--- src/rtl/steq_pkg.sv ---
`default_nettype none
// ----------------------------------------------------------------------------
// Sorted table equal-range search: shared definitions
// Types and constants used by the cells, the search controller and the
// port checker.
// ----------------------------------------------------------------------------
package steq_pkg;

  localparam int unsigned MATCH_INDEX_BITS = 6;

  typedef enum logic {
    OP_LOAD  = 1'b0,
    OP_QUERY = 1'b1
  } op_e;

  typedef enum logic [3:0] {
    ST_IDLE   = 4'b0001,
    ST_SEARCH = 4'b0010,
    ST_LEFT   = 4'b0100,
    ST_RIGHT  = 4'b1000
  } state_e;

  typedef struct packed {
    logic shift;
    logic compare;
  } cell_ctrl_t;

endpackage
`default_nettype wire

--- src/rtl/steq_cell.sv ---
`default_nettype none
// ----------------------------------------------------------------------------
// Table cell
// Holds one stored key, takes its neighbor's key on a load and registers the
// equal and greater-than compare against the query key.
// ----------------------------------------------------------------------------
module steq_cell #(
  parameter int unsigned KEY_BITS = 64
) (
  input  wire logic                  clk_i,
  input  wire steq_pkg::cell_ctrl_t  ctrl_i,
  input  wire logic [KEY_BITS-1:0]   key_prev_i,
  input  wire logic [KEY_BITS-1:0]   key_query_i,
  output logic      [KEY_BITS-1:0]   key_o,
  output logic                       eq_o,
  output logic                       gt_o
);
  import steq_pkg::*;

  logic [KEY_BITS-1:0] key_q;
  logic                eq_q;
  logic                gt_q;

  always_ff @(posedge clk_i) begin
    if (ctrl_i.shift) begin
      key_q <= key_prev_i;
    end
    if (ctrl_i.compare) begin
      eq_q <= (key_q == key_query_i);
      gt_q <= (key_q > key_query_i);
    end
  end

  assign key_o = key_q;
  assign eq_o  = eq_q;
  assign gt_o  = gt_q;

endmodule
`default_nettype wire

--- config.mk ---
export PLATFORM = sky130hd
export DESIGN_NAME = steq_cell
export DESIGN_NICKNAME = d
export VERILOG_FILES = /design/src/rtl/steq_pkg.sv /design/src/rtl/steq_cell.sv
export SDC_FILE = /design/constraint.sdc
export NUM_CORES = 1
export LEC_CHECK = 0
export BUFFER_PORTS_ARGS = -buffer_cell sky130_fd_sc_hd__buf_2
export CORE_MARGIN = 5
export CORE_UTILIZATION = 49
export CTS_CLUSTER_SIZE = 14
export DETAILED_ROUTE_END_ITERATION = 7
export GPL_TIMING_DRIVEN = 0
export PLACE_DENSITY_LB_ADDON = 0.12
export SYNTH_ARGS = -nofsm -noshare
export SYNTH_HDL_FRONTEND = slang
export SYNTH_SLANG_ARGS = --single-unit
--- constraint.sdc ---
create_clock -name clk_i -period 4.4 [get_ports clk_i]
set_input_delay 0.66 -clock clk_i [delete_from_list [all_inputs] [get_ports clk_i]]
set_output_delay 0.66 -clock clk_i [all_outputs]
set_load 0.05 [all_outputs]
-- Word level (Yosys, flattened, before mapping)
Cells that the tools add are included.
- flip-flop bits (word level): 66
- bits in latches: 0
- bits in writable memories: 0
- bits in read-only memories: 0
- input bits: 131
- output and inout port bits: 66
- word-level logic and storage cells: 5
- memories kept: 0
- add/sub/neg operators: 0
- $mul: 0
- divide/modulo/power cells: 0
- $lt $le $gt $ge: 1
- equality and inequality tests: 1
- shift-type cells: 0
- muxes and demuxes: 0
- bitwise operators: 0
- reductions and logical operators: 0
- operators by type and width (operator ; count):
    == test 64 bit ; 1
    greater-than comparator 64 bit ; 1

-- Longest topological paths before layout
- word-level depth: 1
- mapped depth: 8
- mapped depth without buffers: 8

-- Worst setup path after synthesis
Ideal clock, no wire load.
- path kind: reg-to-reg
- from: register key_q[29] (netlist: key_o[29])
- to: register gt_q (netlist: gt_o), data pin
- library setup time: 0.263 ns
- data arrival time: 2.183 ns
- data required time: 4.137 ns
- path slack: 1.954 ns
- cell stages (with the launch flop): 8
- path buffers: 0
- clock period less this slack: 2.446 ns
- path through: edfxtp_1 > ha_1 > nand4_2 > nor4_4 > nand3_2 > or3_1 > nor3_2 > a21oi_1
- longest elaborated chain between the ends: 1
- ends and longest elaborated chain (item ; line ; text):
    start, declared ; steq_cell.sv:20 ; logic [KEY_BITS-1:0] key_q;
    start signal, assigned ; steq_cell.sv:26 ; key_q <= key_prev_i;
    greater-than comparator 64 bit ; steq_cell.sv:30 ; gt_q <= (key_q > key_query_i);
    end signal, assigned ; steq_cell.sv:30 ;
    end, declared ; steq_cell.sv:22 ; logic gt_q;
No other way between the ends.
A chain may end at the register's enable or synchronous reset.

-- Worst setup path after layout
- from: input port key_query_i[61]
- to: register gt_q (netlist: gt_o), data pin
- longest elaborated chain between the ends: 1
- ends and longest elaborated chain (item ; line ; text):
    start, declared ; steq_cell.sv:13 ; input wire logic [KEY_BITS-1:0] key_query_i,
    greater-than comparator 64 bit ; steq_cell.sv:30 ;
No other way between the ends.

==> reports/qor.csv <==
stage,metric,value,unit
outcome,outcome,finished clean,
final_layout,Syn-to-layout area delta,35.5,%
routing,via count,2937,
placement,pre-CTS setup slack,1600,ps
timing,RSZ-0062 raised after global routing,no,
setup_path,CP max-delay cell,nor4_1,
clock_network,Root Driver,clkbuf_8,
clock_network,Clock Sinks,66,
placement,input/output buffers,196,
grt,number of global-route vias before repair,3021,
timing,# setup viols final,0,
setup_path,startpoint types,input port,
min_path,Hold Crit Class,in2reg,
clock_network,H-tree levels,3,
grt,largest net degree at the start of global routing,65,
placement,placed cell count,590,
synth,Yosys warnings,0,
floorplan,Core Region,0.00721,mm2
power,P_leak,2.55,nW
floorplan,DIE AREA,0.00919,mm2
timing,Final min period,2420,ps
placement,Post-DP Area,0.00472,mm2
final_layout,layout cell share with drive strength beyond 1,41.9,%
final_layout,post-layout util,67.8,%
grt,global-route wire length before repair,13.3,mm
placement,GP Congestion,0.758,
synth,Gate Count Post-Synth,295,
clock_network,CTS tree,done,
setup_path,crit path max fanout,3,
routing,First DRT Iteration DRCs,75,
setup_path,Crit Path Class,in2reg,
clock_network,CTS Buffer Depth,2,
power,Max rail drop VDD,0.188,mV
clock_network,Clock transition at path regs,70,ps
synth,largest cells by area after synthesis,"edfxtp_1 (55%), ha_1 (22%), inv_1 (6.8%)",
timing,fin crit share,55.1,%
final_layout,Nets,697,
grt,gr usage total,19.0,%
placement,hpwl dp,7.39,mm
timing,FMAX,413,MHz
clock_network,post-CTS setup buffer count,0,
clock_network,# hold bufs at CTS,0,
routing,DRC,0,
setup_path,data required time of the worst path,4470,ps
run,maxcap violations,0,
synth,cell taking the most area after synthesis,edfxtp_1,
setup_path,crit-path cells,buf_2 -> inv_1 -> ha_1 -> nand4_1 -> nor4_1 -> nand2_1 -> or3_1 -> nor3_2 -> a21oi_1,
timing,fin worst setup slack,1980,ps
timing,worst-margin pin slew,840,ps
timing,"Hold Vio Cnt, Final",0,
power,pwr dens,345,mW/mm2
grt,GRT overflow,0,
final_layout,Finished Layout Cells,605,
synth,sequential fraction of the synthesis area,54.8,%
synth,syn nets,490,
setup_path,Bufs and invs on worst path,2,
timing,Sum Neg Setup Slack,0,ps
floorplan,chip width,95.9,um
synth,Syn Area/Cell,12.2,um2
routing,Initial DRT Pass Iterations,4,
power,Final Power,1.69,mW
final_layout,Inserted Diodes,0,
setup_path,worst path arrival time,2490,ps
clock_network,CTS Buf Count,9,
synth,post-synthesis cell type count,27,
routing,total wire length,8.93,mm
timing,Hold WS,497,ps
clock_network,Resized Gates After CTS,0,
synth,post-synthesis register bit count,66,
timing,Post-Route Skew,6.65,ps
synth,top cell type's share of synthesized area,54.8,%
clock_network,later-pin clock latency in the skew report,330,ps
synth,Synth Cell Area,0.00361,mm2
timing,Max Transition Viols Final,0,
floorplan,I/O pins,197,
final_layout,fin area,0.00489,mm2
routing,via density per instance,4.85,
setup_path,Crit path max-delay family,simple AND/OR/NAND/NOR gates,
setup_path,crit-path max cell delay,460,ps
floorplan,die height,95.9,um
setup_path,element type at the critical path end,register,
routing,remaining antenna violation count after routing,0,
floorplan,Cell Rows,31,
timing,Slew headroom,44.0,%
floorplan,Initial Util,50.1,%
routing,wire per inst,14.8,um
grt,initial antenna violation count,1,
[layer usage]
metal | track usage [%] | share of wire [%] | up-vias
met2 | 34.7 | 51 | 121
met4 | 6.75 | 1.5 | 2
met1 | 20.2 | 37 | 1324
met3 | 6.18 | 10 | 16
met5 | 0 | 0.090 | -
li1 | - | - | 1474
[sequential cells by signal (all words and copies together), names as in the netlist]
| name | flops |
|---|---|
| eq_o | 1 |
| key_o | 64 |
| gt_o | 1 |
[power breakdown]
part / switching [mW] / internal, mW / total, mW
registers: 0.0252 / 0.749 / 0.775
clock network: 0.218 / 0.252 / 0.470
logic: 0.302 / 0.142 / 0.444
[synthesized netlist by cell type, drive strengths merged]
cell type,instances
a211oi,5
a21o,6
a21oi,26
a221o,1
a22oi,1
edfxtp,66
ha,64
inv,65
nand2,15
nand3,7
nand4,13
nor2,7
nor2b,1
nor3,3
nor4,2
o211a,1
o211ai,2
o21a,1
o21ai,5
o22ai,1
o31a,1
o31ai,1
or3,1
[cell families after synthesis]
| logic type | Yosys count | synth area share (%) |
|---|---|---|
| AOI/OAI and AO/OA | 51 | 8.59 |
| adders and majority gates | 64 | 22.2 |
| buffers and inverters | 65 | 6.75 |
| DFF | 66 | 54.8 |
| and+or+nand+nor | 49 | 7.65 |
[path summary, 6_finish.rpt]
check / startpoint / endpoint / slack, ps / cells past startpoint
max: key_query_i[61] / gt_o / 1980 / 9
min: key_prev_i[53] / key_o[53] / 500 / 1
max reg2reg: key_o[61] / gt_o / 1990 / 7
min reg2reg: key_o[1] / eq_o / 890 / 3
[worst reg2reg max path, stage by stage (launching register included)]
cell	delay, ps
edfxtp_1	400
ha_1	310
nand4_1	150
nor4_1	460
nand2_1	160
or3_1	400
nor3_2	220
a21oi_1	60
[cell usage in the layout, fill, tap and decap left out, drive strengths merged, types with 7 or more instances in the layout]
master / count
buf: 196
edfxtp: 66
inv: 65
ha: 64
a21oi: 26
nand2: 15
nand4: 13
clkbuf: 10
nor2: 7
nand3: 7
[cell type report]
class | count | area, um2
fill | 617 | 2320
sequential | 66 | 1980
multi-input combinational | 164 | 1390
timing repair buffer | 196 | 983
inverter | 65 | 244
clock buffer | 10 | 128
tap | 99 | 124
clock inverter | 5 | 46.3
(Power assumes the default switching activity.)
