`src/rtl/steq_pkg.sv`:
```
`default_nettype none
// ----------------------------------------------------------------------------
// Sorted table equal-range search: shared definitions
// Types and constants used by the cells, the search controller and the
// port checker.
// ----------------------------------------------------------------------------
package steq_pkg;

  localparam int unsigned MATCH_INDEX_BITS = 6;

  typedef enum logic {
    OP_LOAD  = 1'b0,
    OP_QUERY = 1'b1
  } op_e;

  typedef enum logic [3:0] {
    ST_IDLE   = 4'b0001,
    ST_SEARCH = 4'b0010,
    ST_LEFT   = 4'b0100,
    ST_RIGHT  = 4'b1000
  } state_e;

  typedef struct packed {
    logic shift;
    logic compare;
  } cell_ctrl_t;

endpackage
`default_nettype wire

```
`src/rtl/steq_ctrl.sv`:
```
`default_nettype none
// ----------------------------------------------------------------------------
// Search controller
// Counts stored entries, steps the binary search over the registered compare
// bits of the cells, walks the matching neighbors and drives the result
// register.
// ----------------------------------------------------------------------------
module steq_ctrl #(
  parameter int unsigned TABLE_DEPTH = 64
) (
  input  wire logic                                   clk_i,
  input  wire logic                                   rst_ni,
  input  wire logic                                   in_valid_i,
  input  wire logic                                   op_i,
  output logic                                        in_stall_o,
  input  wire logic [TABLE_DEPTH-1:0]                 eq_i,
  input  wire logic [TABLE_DEPTH-1:0]                 gt_i,
  output steq_pkg::cell_ctrl_t                        cell_ctrl_o,
  output logic                                        out_valid_o,
  input  wire logic                                   out_stall_i,
  output logic [steq_pkg::MATCH_INDEX_BITS-1:0]       match_index_o,
  output logic                                        found_o,
  output logic                                        last_o
);
  import steq_pkg::*;

  localparam int unsigned IW = $clog2(TABLE_DEPTH);
  localparam int unsigned CW = $clog2(TABLE_DEPTH + 1);

  state_e        state_q, state_d;
  logic [CW-1:0] count_q, count_d;
  logic [CW-1:0] lo_q, lo_d;
  logic [CW-1:0] hi_q, hi_d;
  logic [IW-1:0] ptr_q, ptr_d;
  logic [IW-1:0] mid_q, mid_d;
  logic          out_valid_q, out_valid_d;
  logic [IW-1:0] idx_q;
  logic          found_q;
  logic          last_q;

  logic          accept;
  logic          out_free;
  logic [CW-1:0] mid_sum;
  logic [IW-1:0] mid_w;
  logic [IW-1:0] mid_cell;
  logic [IW-1:0] left_base;
  logic [IW-1:0] right_base;
  logic [IW-1:0] left_cell;
  logic [IW-1:0] right_cell;
  logic          left_ok;
  logic          right_ok;
  logic          emit;
  logic [IW-1:0] emit_idx;
  logic          emit_found;
  logic          emit_last;

  assign accept   = in_valid_i && (state_q == ST_IDLE);
  assign out_free = !out_valid_q || !out_stall_i;

  assign mid_sum  = lo_q + ((hi_q - CW'(1) - lo_q) >> 1);
  assign mid_w    = mid_sum[IW-1:0];
  assign mid_cell = IW'(count_q - CW'(1) - CW'(mid_w));

  always_comb begin
    case (state_q)
      ST_LEFT: begin
        left_base  = ptr_q;
        right_base = mid_q;
      end
      ST_RIGHT: begin
        left_base  = ptr_q;
        right_base = ptr_q;
      end
      default: begin
        left_base  = mid_w;
        right_base = mid_w;
      end
    endcase
  end

  assign left_cell  = IW'(count_q - CW'(left_base));
  assign right_cell = IW'(count_q - CW'(2) - CW'(right_base));
  assign left_ok    = (left_base != '0) && eq_i[left_cell];
  assign right_ok   = ((CW'(right_base) + CW'(1)) < count_q) && eq_i[right_cell];

  always_comb begin
    state_d     = state_q;
    count_d     = count_q;
    lo_d        = lo_q;
    hi_d        = hi_q;
    ptr_d       = ptr_q;
    mid_d       = mid_q;
    emit        = 1'b0;
    emit_idx    = ptr_q;
    emit_found  = 1'b1;
    emit_last   = 1'b0;
    cell_ctrl_o = '0;
    case (state_q)
      ST_IDLE: begin
        if (accept) begin
          if (op_i == OP_LOAD) begin
            if (count_q < CW'(TABLE_DEPTH)) begin
              count_d           = count_q + CW'(1);
              cell_ctrl_o.shift = 1'b1;
            end
          end else begin
            cell_ctrl_o.compare = 1'b1;
            lo_d                = '0;
            hi_d                = count_q;
            state_d             = ST_SEARCH;
          end
        end
      end
      ST_SEARCH: begin
        if (lo_q < hi_q) begin
          if (eq_i[mid_cell]) begin
            if (out_free) begin
              emit      = 1'b1;
              emit_idx  = mid_w;
              emit_last = !left_ok && !right_ok;
              mid_d     = mid_w;
              if (left_ok) begin
                ptr_d   = mid_w - IW'(1);
                state_d = ST_LEFT;
              end else if (right_ok) begin
                ptr_d   = mid_w + IW'(1);
                state_d = ST_RIGHT;
              end else begin
                state_d = ST_IDLE;
              end
            end
          end else if (gt_i[mid_cell]) begin
            hi_d = CW'(mid_w);
          end else begin
            lo_d = CW'(mid_w) + CW'(1);
          end
        end else if (out_free) begin
          emit       = 1'b1;
          emit_idx   = '0;
          emit_found = 1'b0;
          emit_last  = 1'b1;
          state_d    = ST_IDLE;
        end
      end
      ST_LEFT: begin
        if (out_free) begin
          emit      = 1'b1;
          emit_last = !left_ok && !right_ok;
          if (left_ok) begin
            ptr_d = ptr_q - IW'(1);
          end else if (right_ok) begin
            ptr_d   = mid_q + IW'(1);
            state_d = ST_RIGHT;
          end else begin
            state_d = ST_IDLE;
          end
        end
      end
      ST_RIGHT: begin
        if (out_free) begin
          emit      = 1'b1;
          emit_last = !right_ok;
          if (right_ok) begin
            ptr_d = ptr_q + IW'(1);
          end else begin
            state_d = ST_IDLE;
          end
        end
      end
      default: begin
        state_d = ST_IDLE;
      end
    endcase
  end

  assign out_valid_d = emit || (out_valid_q && out_stall_i);

  always_ff @(posedge clk_i or negedge rst_ni) begin
    if (!rst_ni) begin
      state_q     <= ST_IDLE;
      count_q     <= '0;
      out_valid_q <= 1'b0;
    end else begin
      state_q     <= state_d;
      count_q     <= count_d;
      out_valid_q <= out_valid_d;
    end
  end

  always_ff @(posedge clk_i) begin
    lo_q  <= lo_d;
    hi_q  <= hi_d;
    ptr_q <= ptr_d;
    mid_q <= mid_d;
    if (emit) begin
      idx_q   <= emit_idx;
      found_q <= emit_found;
      last_q  <= emit_last;
    end
  end

  assign in_stall_o    = (state_q != ST_IDLE);
  assign out_valid_o   = out_valid_q;
  assign match_index_o = MATCH_INDEX_BITS'(idx_q);
  assign found_o       = found_q;
  assign last_o        = last_q;

endmodule
`default_nettype wire

```
`config.mk`:
```
export PLATFORM = sky130hd
export DESIGN_NAME = steq_ctrl
export DESIGN_NICKNAME = d
export VERILOG_FILES = /design/src/rtl/steq_pkg.sv /design/src/rtl/steq_ctrl.sv
export SDC_FILE = /design/constraint.sdc
export NUM_CORES = 1
export LEC_CHECK = 0
export ABC_AREA = 1
export BUFFER_PORTS_ARGS = -buffer_cell sky130_fd_sc_hd__buf_2
export CELL_PAD_IN_SITES_DETAIL_PLACEMENT = 0
export CELL_PAD_IN_SITES_GLOBAL_PLACEMENT = 1
export CORE_MARGIN = 2
export CORE_UTILIZATION = 30
export DETAILED_ROUTE_END_ITERATION = 6
export GPL_TIMING_DRIVEN = 1
export PLACE_DENSITY = 0.79
export SLEW_MARGIN = 20
export SYNTH_ARGS = -nofsm -noshare
export SYNTH_HDL_FRONTEND = slang
export SYNTH_SLANG_ARGS = --single-unit
```
`constraint.sdc`:
```
create_clock -name clk_i -period 8.22 [get_ports clk_i]
set_clock_uncertainty 0.15 [all_clocks]
set_input_delay 0.411 -clock clk_i [delete_from_list [all_inputs] [get_ports clk_i]]
set_output_delay 0.411 -clock clk_i [all_outputs]
set_load 0.02 [all_outputs]
```
# Yosys cells after proc, flatten, opt, wreduce, memory -nomap -nowiden
# Index checks and enable logic that the tools add are counted.
dict set report totals {
  register_bits 46
  inputBits 133
  output_inout_bits 12
  elab_cells 145
}
dict set report op_classes {
  n_bitwise 2
  n_addsub 16
  order_cmp 6
  mux 66
  n_eq_ne 23
  n_reduce_logical 22
}
# op n
set op_table {}
lappend op_table {{6-bit 2-to-1 mux} 16}
lappend op_table {{7-bit 2-to-1 mux} 10}
lappend op_table {{4-bit 2-to-1 mux} 12}
lappend op_table {{7-bit one-hot mux with 2 select lines} 2}
lappend op_table {{2-bit inequality test, second input constant} 13}
lappend op_table {{1-bit binary-select mux with 6-bit select} 4}
lappend op_table {{6-bit by 7-bit < comparator with 1-bit output, second input constant} 3}
lappend op_table {{6-bit by 1-bit adder with 6-bit output, second input constant} 3}
lappend op_table {{6-bit one-hot mux with 3 select lines} 1}
lappend op_table {{9-bit AND reduction} 2}
lappend op_table {{6-bit by 1-bit subtractor with 6-bit output, second input constant} 3}
lappend op_table {{6-bit subtractor} 3}
lappend op_table {{4-bit one-hot mux with 4 select lines} 1}
lappend op_table {{1-bit 2-to-1 mux} 15}
lappend op_table {{3-bit inequality test, second input constant} 5}
lappend op_table {{6-bit by 1-bit adder with 7-bit output, second input constant} 2}
lappend op_table {{7-bit < comparator} 2}
lappend op_table {{6-bit one-hot mux with 2 select lines} 1}
lappend op_table {{6-bit AND reduction} 2}
lappend op_table {{4-bit AND reduction} 2}
lappend op_table {{7-bit by 1-bit adder with 7-bit output, second input constant} 1}
lappend op_table {{7-bit < comparator, second input constant} 1}
lappend op_table {{7-bit by 1-bit subtractor with 7-bit output, second input constant} 1}
lappend op_table {{7-bit subtractor} 1}
lappend op_table {{18 further kinds} 29}

# Logic depth before layout (Yosys ltp)
# Gate-level depths: netlist (run 1).
dict set report depth {
  depth_word 14
  depth_mapped 36
  mapped_depth_nobuf 36
}

# Least setup slack after synthesis (run 1)
# OpenSTA, ideal clock, no wires.
dict set report synth_path {
  path_type {register to register}
  startpoint {register lo_q[0]}
  endpoint {register ptr_q[5] (data pin)}
  t_required_ns 7.801
  n_path_buf 2
  path_stages_with_launch 28
  period_less_slack_ns 5.240
  arrival_ns 4.821
  setup_ns 0.269
  setup_slack_ns 2.980
  cell_sequence {edfxtp_1 nor2_1 fa_1 ha_1 fa_1 o21ai_1 inv_1 fa_1 buf_2 clkbuf_1 nand3_1 o21ai_0 nand2_1 nand3_1 nand3_1 nand2_1 nand2_1 nand3_2 inv_2 ha_1 nand3_1 nand3_1 a21o_1 a21oi_1 xnor2_1 o32ai_1 nand2_1 o311ai_1}
}
dict set report synth_between {
  elab_chain_cells 12
  elab_cells_between_ends 18
  cone_classes {5 x add/sub; 11 x mux; 2 x reduce/logical}
}
# element line
set synth_rtl {}
lappend synth_rtl {{start, declared} steq_ctrl.sv:32} ;# logic [CW-1:0] lo_q, lo_d;
lappend synth_rtl {{start signal, assigned} steq_ctrl.sv:191} ;# lo_q <= lo_d;
lappend synth_rtl {{7-bit subtractor} steq_ctrl.sv:60} ;# assign mid_sum = lo_q + ((hi_q - CW'(1) - lo_q) >> 1);
lappend synth_rtl {{6-bit adder *} steq_ctrl.sv:60}
lappend synth_rtl {{named net mid_sum[1]} steq_ctrl.sv:43} ;# logic [CW-1:0] mid_sum;
lappend synth_rtl {{6-bit 2-to-1 mux} steq_ctrl.sv:65} ;# case (state_q)
lappend synth_rtl {{6-bit subtractor} steq_ctrl.sv:81} ;# assign left_cell = IW'(count_q - CW'(left_base));
lappend synth_rtl {{1-bit binary-select mux with 6-bit select} steq_ctrl.sv:83} ;# assign left_ok = (left_base != '0) && eq_i[left_cell];
lappend synth_rtl {{1-bit 2-to-1 mux (not written as such)} steq_ctrl.sv:83}
lappend synth_rtl {{1-bit logical AND} steq_ctrl.sv:83}
lappend synth_rtl {{6-bit 2-to-1 mux} steq_ctrl.sv:122} ;# if (left_ok) begin
lappend synth_rtl {{6-bit 2-to-1 mux} steq_ctrl.sv:117} ;# if (out_free) begin
lappend synth_rtl {{6-bit 2-to-1 mux} steq_ctrl.sv:116} ;# if (eq_i[mid_cell]) begin
lappend synth_rtl {{6-bit 2-to-1 mux} steq_ctrl.sv:115} ;# if (lo_q < hi_q) begin
lappend synth_rtl {{6-bit one-hot mux with 3 select lines *} steq_ctrl.sv:98} ;# case (state_q)
lappend synth_rtl {{named net ptr_d[5]} steq_ctrl.sv:34} ;# logic [IW-1:0] ptr_q, ptr_d;
lappend synth_rtl {{end signal, assigned} steq_ctrl.sv:193} ;# ptr_q <= ptr_d;
lappend synth_rtl {{end, declared} steq_ctrl.sv:34}
# The timed path passes the listed nets; every way through them passes the cells marked *. The select of a mux whose other input is x is not followed.
# A chain may end at the register's enable or synchronous reset.

# Final worst setup path (run 1)
dict set report layout_path {
  startpoint {register lo_q[2]}
  endpoint {register ptr_q[5] (data pin)}
}
dict set report layout_between {
  elab_chain_cells 12
  elab_cells_between_ends 18
  cone_classes {5 x add/sub; 11 x mux; 2 x reduce/logical}
}
# element line
set layout_rtl {}
lappend layout_rtl {{7-bit subtractor} steq_ctrl.sv:60}
lappend layout_rtl {{6-bit adder *} steq_ctrl.sv:60}
lappend layout_rtl {{6-bit 2-to-1 mux} steq_ctrl.sv:65}
lappend layout_rtl {{6-bit subtractor} steq_ctrl.sv:81}
lappend layout_rtl {{1-bit binary-select mux with 6-bit select} steq_ctrl.sv:83}
lappend layout_rtl {{1-bit 2-to-1 mux (not written as such)} steq_ctrl.sv:83}
lappend layout_rtl {{1-bit logical AND} steq_ctrl.sv:83}
lappend layout_rtl {{6-bit 2-to-1 mux} steq_ctrl.sv:122}
lappend layout_rtl {{6-bit 2-to-1 mux} steq_ctrl.sv:117}
lappend layout_rtl {{6-bit 2-to-1 mux} steq_ctrl.sv:116}
lappend layout_rtl {{6-bit 2-to-1 mux} steq_ctrl.sv:115}
lappend layout_rtl {{6-bit one-hot mux with 3 select lines *} steq_ctrl.sv:98}
lappend layout_rtl {{named net ptr_d[5]} steq_ctrl.sv:34}
# Marks and branches as above.

==> results of run 1 <==
==> cell families after synthesis <==
group           Yosys count
compound gates          228
xor+xnor                 30
fa+ha+maj                59
buf+inv                 177
flops                    46
simple gates            609
==> metal layers <==
layer / track usage [%] / share of wire [%] / wire (um) / up-vias
met2: 34.9 / 47 / 11600 / 286
li1: - / - / - / 4046
met5: 0 / 0 / 0 / -
met1: 27.4 / 45 / 11000 / 3693
met4: 3.84 / 1.5 / 367 / 0
met3: 1.39 / 6.0 / 1470 / 29
==> synth_stat cells, types with 3 or more instances <==
cell      count  share of area [%]
a21oi_1      82                5.9
buf_2        20                1.4
clkbuf_1     26                1.4
dfrtp_1      11                4.0
edfxtp_1     34                 15
fa_1          6                1.7
ha_1         53                9.6
inv_1       115                6.2
inv_2        12               0.65
nand2_1     338                 18
nand2_2       7               0.63
nand3_1     147                 11
nand3_2       3               0.43
nand3b_1      4               0.43
nand4_1      10               0.91
nor2_1       79                4.3
nor3_1        9               0.65
o211ai_1     12                1.3
o21ai_0      96                7.0
o21ai_1      10               0.72
o22ai_1      18                1.6
o31ai_1       3               0.33
xnor2_1      12                1.5
xor2_1       15                1.9
==> worst paths after layout <==
path	end	depth (start not counted)	slack [ps]	start
max in group asynchronous	state_q[0]$_DFFE_PN1P_	2	7250	rst_ni
worst min-delay path	state_q[0]$_DFFE_PN1P_	4	310	in_valid_i
worst max-delay path	ptr_q[5]$_DFFE_PP_	31	1580	lo_q[2]$_SDFFCE_PN0P_
worst min register to register	state_q[1]$_DFFE_PN0P_	2	390	state_q[1]$_DFFE_PN0P_
worst max register to register	ptr_q[5]$_DFFE_PP_	31	1580	lo_q[2]$_SDFFCE_PN0P_
min in group asynchronous	out_valid_o$_DFF_PN0_	2	390	rst_ni
==> critical path: cells and delay by family (launching register included) <==
kind	cells	cell delay [ps]
compound gates	7	1220
buf+inv	2	350
simple gates	15	2090
flops	1	400
fa+ha+maj	4	1300
xor+xnor	3	860
==> registers in the layout, indices dropped and copies added, names as in the netlist, 4 cells and up <==
name           cells
match_index_o      6
lo_q               7
hi_q               7
state_q            4
mid_q              6
count_q            7
ptr_q              6
==> through the flow <==
| step | area (sq um) | hold WS, ps | util (%) | cells |
|---|---|---|---|---|
| after floorplan | 6910 | -34.6 | - | 1149 |
| after global placement | 7830 | 159 | 34.6 | 1536 |
| after detailed placement | 7830 | 157 | 34.6 | 1536 |
| after CTS | 8000 | 299 | 35.3 | 1545 |
| after global routing | 8000 | 313 | 35.3 | 1545 |
| final | 8000 | 307 | 35.3 | 1545 |
==> layout make-up <==
class                      instances  area, sq um
inverter                         128          480
multi-input combinational        926         4890
clock buffer                       6          150
tap                              285          357
fill                            2515        14600
clock inverter                     2         13.8
timing repair buffer             152          783
sequential                        46         1320
==> results.sh, run 1 <==
export IMPL_synth_adder_area_share_pct=11.3
export IMPL_arrival_ps=6500
export IMPL_required_ps=8090
export IMPL_die_x_um=156
export IMPL_areaGrowthSynthToFinish_pct=15.7
export IMPL_nets=1451
export IMPL_grt_max_degree=71
export IMPL_relSlewSlack_pct=34.5
export IMPL_synth_xor_area_share_pct=4.13
export IMPL_antenna_found_initial=0
export IMPL_crit_path_start_kind="flip-flop"
export IMPL_synthesis_nets=1341
export IMPL_drtPass1Iterations=6
export IMPL_fp_row_count=55
export IMPL_fmax_mhz=151
export IMPL_cts_resized=0
export IMPL_ioPinCount=145
export IMPL_synth_cell_types=45
export IMPL_synth_seq_cells=46
export IMPL_final_cell_mix="338 x nand2_1, 147 x nand3_1, 144 x buf_2, 115 x inv_1, 96 x o21ai_0"
export IMPL_cts_sinks=46
export IMPL_antennaDiodeCount=0
export IMPL_die_h_um=156
export IMPL_status="finished, final reports clean"
export IMPL_wl_per_cell_um=15.8
export IMPL_grt_overflow_total=0
export IMPL_root_buffer="clkbuf_16"
export IMPL_gp_congestion=0.914
export IMPL_first_global_vias=7673
export IMPL_syn_avg_cell_area_sq_um=6.02
export IMPL_via_count=8054
export IMPL_drtAntennaViolNets=0
export IMPL_synth_simple_gate_area_share_pct=37.6
export IMPL_coreArea_sq_um=22600
export IMPL_numCtsBuffers=5
export IMPL_drc_errors=0
export IMPL_drt_iter0_markers=679
export IMPL_die_area_sq_um=24300
export IMPL_synth_compound_area_share_pct=17.6
export IMPL_grt_pass1_wl_um=39700
export IMPL_synth_edf_count=34
export IMPL_fin_crit_sh_pct=80.7
export IMPL_port_buffer_count=144
export IMPL_ctsHoldBuffers=1
export IMPL_initial_core_util_pct=30.5
export IMPL_syn_inst=1149
export IMPL_via_per_inst=5.21
export IMPL_cp_common_cell="nand2_1"
export IMPL_htree_levels=2
export IMPL_critPathMaxFanout=15
export IMPL_mostFrequentLayoutCell="nand2_1"
export IMPL_yosys_warnings=0
export IMPL_end_kind="flip-flop"
export IMPL_wl_um=24400
export IMPL_path_clk_slew_ps=60
export IMPL_critPathSlowestCell="xnor2_1"
export IMPL_dp_slack_ps=1610
export IMPL_cap_violations=0
export IMPL_setup_tns_ps=0
export IMPL_cts_setup_buffers=0
export IMPL_synthFlopType="edfxtp_1"
export IMPL_async_reset_ff_share_pct=26.1
export IMPL_hpwlAfterDp_um=19200
export IMPL_path_class="reg -> reg"
export IMPL_clk_latency_ps=290
export IMPL_drive_gt1_share_pct=15.3
export IMPL_worst_slew_pin_slew_ps=981
export IMPL_rsz0062_at_grt="false"
export IMPL_post_route_worst_setup_slack_ps=1580
export IMPL_grt_usage_pct=20.0
export IMPL_synth_top_family_by_area="simple AND/OR/NAND/NOR gates"
export IMPL_hold_path_class="in -> reg"
export IMPL_cts_buffer_depth=2
export IMPL_syn_area_sq_um=6910
export IMPL_finalSetupViolations=0
export IMPL_min_period_ps=6640
export IMPL_crit_path_max_incr_delay_ps=500
export IMPL_seq_area_frac_synth_pct=19.1
export IMPL_drv_slew=0
export IMPL_finalHoldViolCount=0
export IMPL_synthMuxAreaShare_pct=0
export IMPL_tritoncts="yes"
Power of run 1 is left out: the tool's default activity adds up to more than one toggle a clock period on the data nets, which glitch-free logic cannot reach.
==> run 2, diff against run 1 <==
- ABC_AREA: 1 -> 0
- PLACE_DENSITY: 0.79 -> 0.75
- clock period: 8.22 -> 6.1 ns (I/O delays scaled with it)
==> run 2 against run 1 <==
  * Cell count down 31%
  * Non-clock buffer count increased by 56
  * Utilization grew 4.2 points
  * Synthesized cell count decreased by 47%
  * Clock-buffer cell count decreased by 1
  * Sequential share of layout area down 0.66 points
  * Register-to-register slack got worse by 1300 ps
  * Die area down 6.5%
  * Largest cell class unchanged
  * Final area up 4.2%
  * Critical endpoint unchanged
  * Fmax grew 13%
  * Critical path type unchanged
  * First-iteration DRC count down 53%
==> results.sh, run 2 <==
export IMPL_via_count=5753
export IMPL_path_buf_inv=3
export IMPL_finalSetupViolations=0
export IMPL_tritoncts="yes"
export IMPL_fill_cells=2091
export IMPL_critPathSlowestCell="mux4_2"
export IMPL_cp_common_cell="a21o_1"
export IMPL_gp_congestion=0.891
export IMPL_mostFrequentLayoutCell="buf_2"
export IMPL_finalHoldViolCount=0
export IMPL_status="finished, final reports clean"
export IMPL_die_x_um=151
export IMPL_synthesis_nets=799
export IMPL_areaGrowthSynthToFinish_pct=29.2
export IMPL_die_h_um=151
export IMPL_grt_overflow_total=0
export IMPL_yosys_warnings=0
export IMPL_drv_slew=0
export IMPL_cts_sinks=46
export IMPL_die_area_sq_um=22700
export IMPL_multi_input_area_sq_um=5100
export IMPL_path_class="reg -> reg"
export IMPL_root_buffer="clkbuf_16"
export IMPL_syn_avg_cell_area_sq_um=10.6
export IMPL_crit_path_max_incr_delay_ps=540
export IMPL_synthFlopType="edfxtp_1"
export IMPL_critPathMaxFanout=6
export IMPL_cts_buffer_depth=2
export IMPL_synth_edf_count=34
export IMPL_coreArea_sq_um=21100
export IMPL_cap_violations=0
export IMPL_synthTopCellsByArea="mux4_2 25%, edfxtp_1 16%, ha_1 10%, xnor2_1 4.6%, dfrtp_1 4.3%"
export IMPL_synth_most_common_cell="mux4_2"
export IMPL_end_kind="flip-flop"
export IMPL_crit_chain="nor2b_2, fa_2, ha_2, fa_2, xor2_4, inv_2, nand2_1, o21ai_2, ha_4, xnor2_4, buf_4, mux4_2, a2111oi_4, nor4b_4, nor2_4, clkinv_4, ha_4, a21o_1, a21o_1, a21o_1, a21oi_2, xnor2_1, xnor2_1, o221ai_1"
export IMPL_drt_iter0_markers=319
export IMPL_drtAntennaViolNets=0
export IMPL_synth_top_area_share_pct=24.8
export IMPL_grt_pass1_wl_um=31100
export IMPL_numCtsBuffers=5
export IMPL_async_reset_ff_share_pct=26.1
export IMPL_antenna_found_initial=0
export IMPL_antennaDiodeCount=0
export IMPL_path_clk_slew_ps=70
export IMPL_htree_levels=2
export IMPL_port_buffer_count=144
export IMPL_first_global_vias=5777
export IMPL_hold_path_class="in -> reg"
export IMPL_wl_per_cell_um=18.7
export IMPL_drive_gt1_share_pct=44.1
export IMPL_required_ps=5980
export IMPL_synth_cell_types=71
export IMPL_ff_latch_area_sq_um=1320
export IMPL_rsz0062_at_grt="false"
export IMPL_seq_area_frac_synth_pct=20.5
export IMPL_grt_usage_pct=17.7
export IMPL_nets=984
export IMPL_via_per_inst=5.39
export IMPL_min_period_ps=5850
export IMPL_worst_slew_pin_slew_ps=967
export IMPL_critPathTopFamily="adder cells"
export IMPL_synth_top_area_cell="mux4_2"
export IMPL_synth_common_cells="71 x mux4_2, 53 x ha_1, 42 x inv_1, 41 x nand2_1, 37 x nor2_1"
export IMPL_hpwlAfterDp_um=16400
export IMPL_initial_core_util_pct=30.6
export IMPL_final_cell_mix="144 x buf_2, 71 x mux4_2, 60 x buf_4, 47 x ha_1, 40 x nand2_1"
export IMPL_clk_latency_ps=300
export IMPL_arrival_ps=5740
export IMPL_drtPass1Iterations=5
export IMPL_largestRegisters="count_q (7), hi_q (7), lo_q (7)"
export IMPL_fmax_mhz=171
export IMPL_syn_inst=607
export IMPL_fin_crit_sh_pct=96.0
export IMPL_grt_max_degree=20
export IMPL_wl_um=19900
export IMPL_relSlewSlack_pct=35.1
export IMPL_ioPinCount=145
export IMPL_drc_errors=0
export IMPL_crit_path_start_kind="flip-flop"
export IMPL_fp_row_count=53
export IMPL_synth_seq_cells=46
export IMPL_syn_area_sq_um=6450
export IMPL_fin_area_sq_um=8330
export IMPL_place_area_sq_um=7900
==> run 2: changes by cell type after synthesis, moves of 53 or more <==
cell and change:
nand3_1 -130, inv_1 -73, mux4_2 +71, nand2_1 -297
a21oi_1 -53, o21ai_0 -73
==> run 2: repair_timing <==
action / CTS / global route
endpoints found under the setup margin: 10 / 12
hold endpoints to repair: 11 / 0
resized for setup: 7 / 27
hold buffers: 1 / 0
pin swaps: 8 / 17
buffers inserted: 7 / 5
==> run 2: layout make-up <==
class | count | area share (%)
inverter | 44 | 2.07
sequential | 46 | 15.9
tap | 275 | 4.13
multi-input combinational | 487 | 61.2
timing repair buffer | 208 | 14.9
clock inverter | 3 | 0.285
clock buffer | 5 | 1.50
==> run 2: per-layer routing <==
layer  up-vias  track usage [%]  wire length (um)
met4         0             5.79               508
met3        30             1.91              1170
met2       215             30.8              9740
li1       2707                -                 -
met1      2801             23.1              8500
met5         -                0                 0
==> run 2: final timing paths <==
path                       depth (start not counted)                endpoint  slack, ps              startpoint
max                                               24      ptr_q[5]$_DFFE_PP_        250   lo_q[0]$_SDFFCE_PN0P_
min                                                3   out_valid_o$_DFF_PN0_        220             out_stall_i
max reg2reg                                       24      ptr_q[5]$_DFFE_PP_        250   lo_q[0]$_SDFFCE_PN0P_
min reg2reg                                        2  count_q[6]$_DFFE_PN0P_        390  count_q[6]$_DFFE_PN0P_
max in group asynchronous                          2  state_q[0]$_DFFE_PN1P_       5220                  rst_ni
min in group asynchronous                          2  count_q[6]$_DFFE_PN0P_        290                  rst_ni
==> run 2: logic make-up (layout without fill, tap and decap cells) <==
kind of cell / Yosys count / after routing / synth area share [%]
DFF: 46 / 46 / 20.5
buffers and inverters: 74 / 260 / 4.75
xor gates and xnor gates: 49 / 49 / 7.18
muxes: 106 / 106 / 30.6
adders and majority gates: 59 / 59 / 12.1
AOI/OAI and AO/OA: 129 / 129 / 13.8
and+or+nand+nor: 144 / 144 / 11.0
==> run 2: worst reg2reg max path, cell delays in order, from the launching register on <==
cell       delay [ps]
edfxtp_1          420
nor2b_2           170
fa_2              460
ha_2              210
fa_2              390
xor2_4            200
inv_2              80
nand2_1            80
o21ai_2            70
ha_4              260
xnor2_4           290
buf_4             190
mux4_2            540
a2111oi_4         420
nor4b_4           100
nor2_4            150
clkinv_4          100
ha_4              210
a21o_1            170
a21o_1            190
a21o_1            190
a21oi_2           140
xnor2_1           140
xnor2_1           140
o221ai_1          140
==> run 2: stage by stage <==
step | utilization [%] | setup slack (ps) | setup TNS (ps) | hold WS [ps] | instances
2_1_floorplan | - | 11.9 | 0 | -141 | 607
3_3_place_gp | 37.5 | -76.8 | -95.0 | 66.0 | 1047
3_5_place_dp | 37.5 | -174 | -648 | 65.3 | 1047
4_1_cts | 38.6 | 1.04 | 0 | 217 | 1063
5_1_grt | 39.5 | 16.5 | 0 | 244 | 1068
6_report | 39.5 | 247 | 0 | 224 | 1068
Power of run 2 is left out for the same reason.
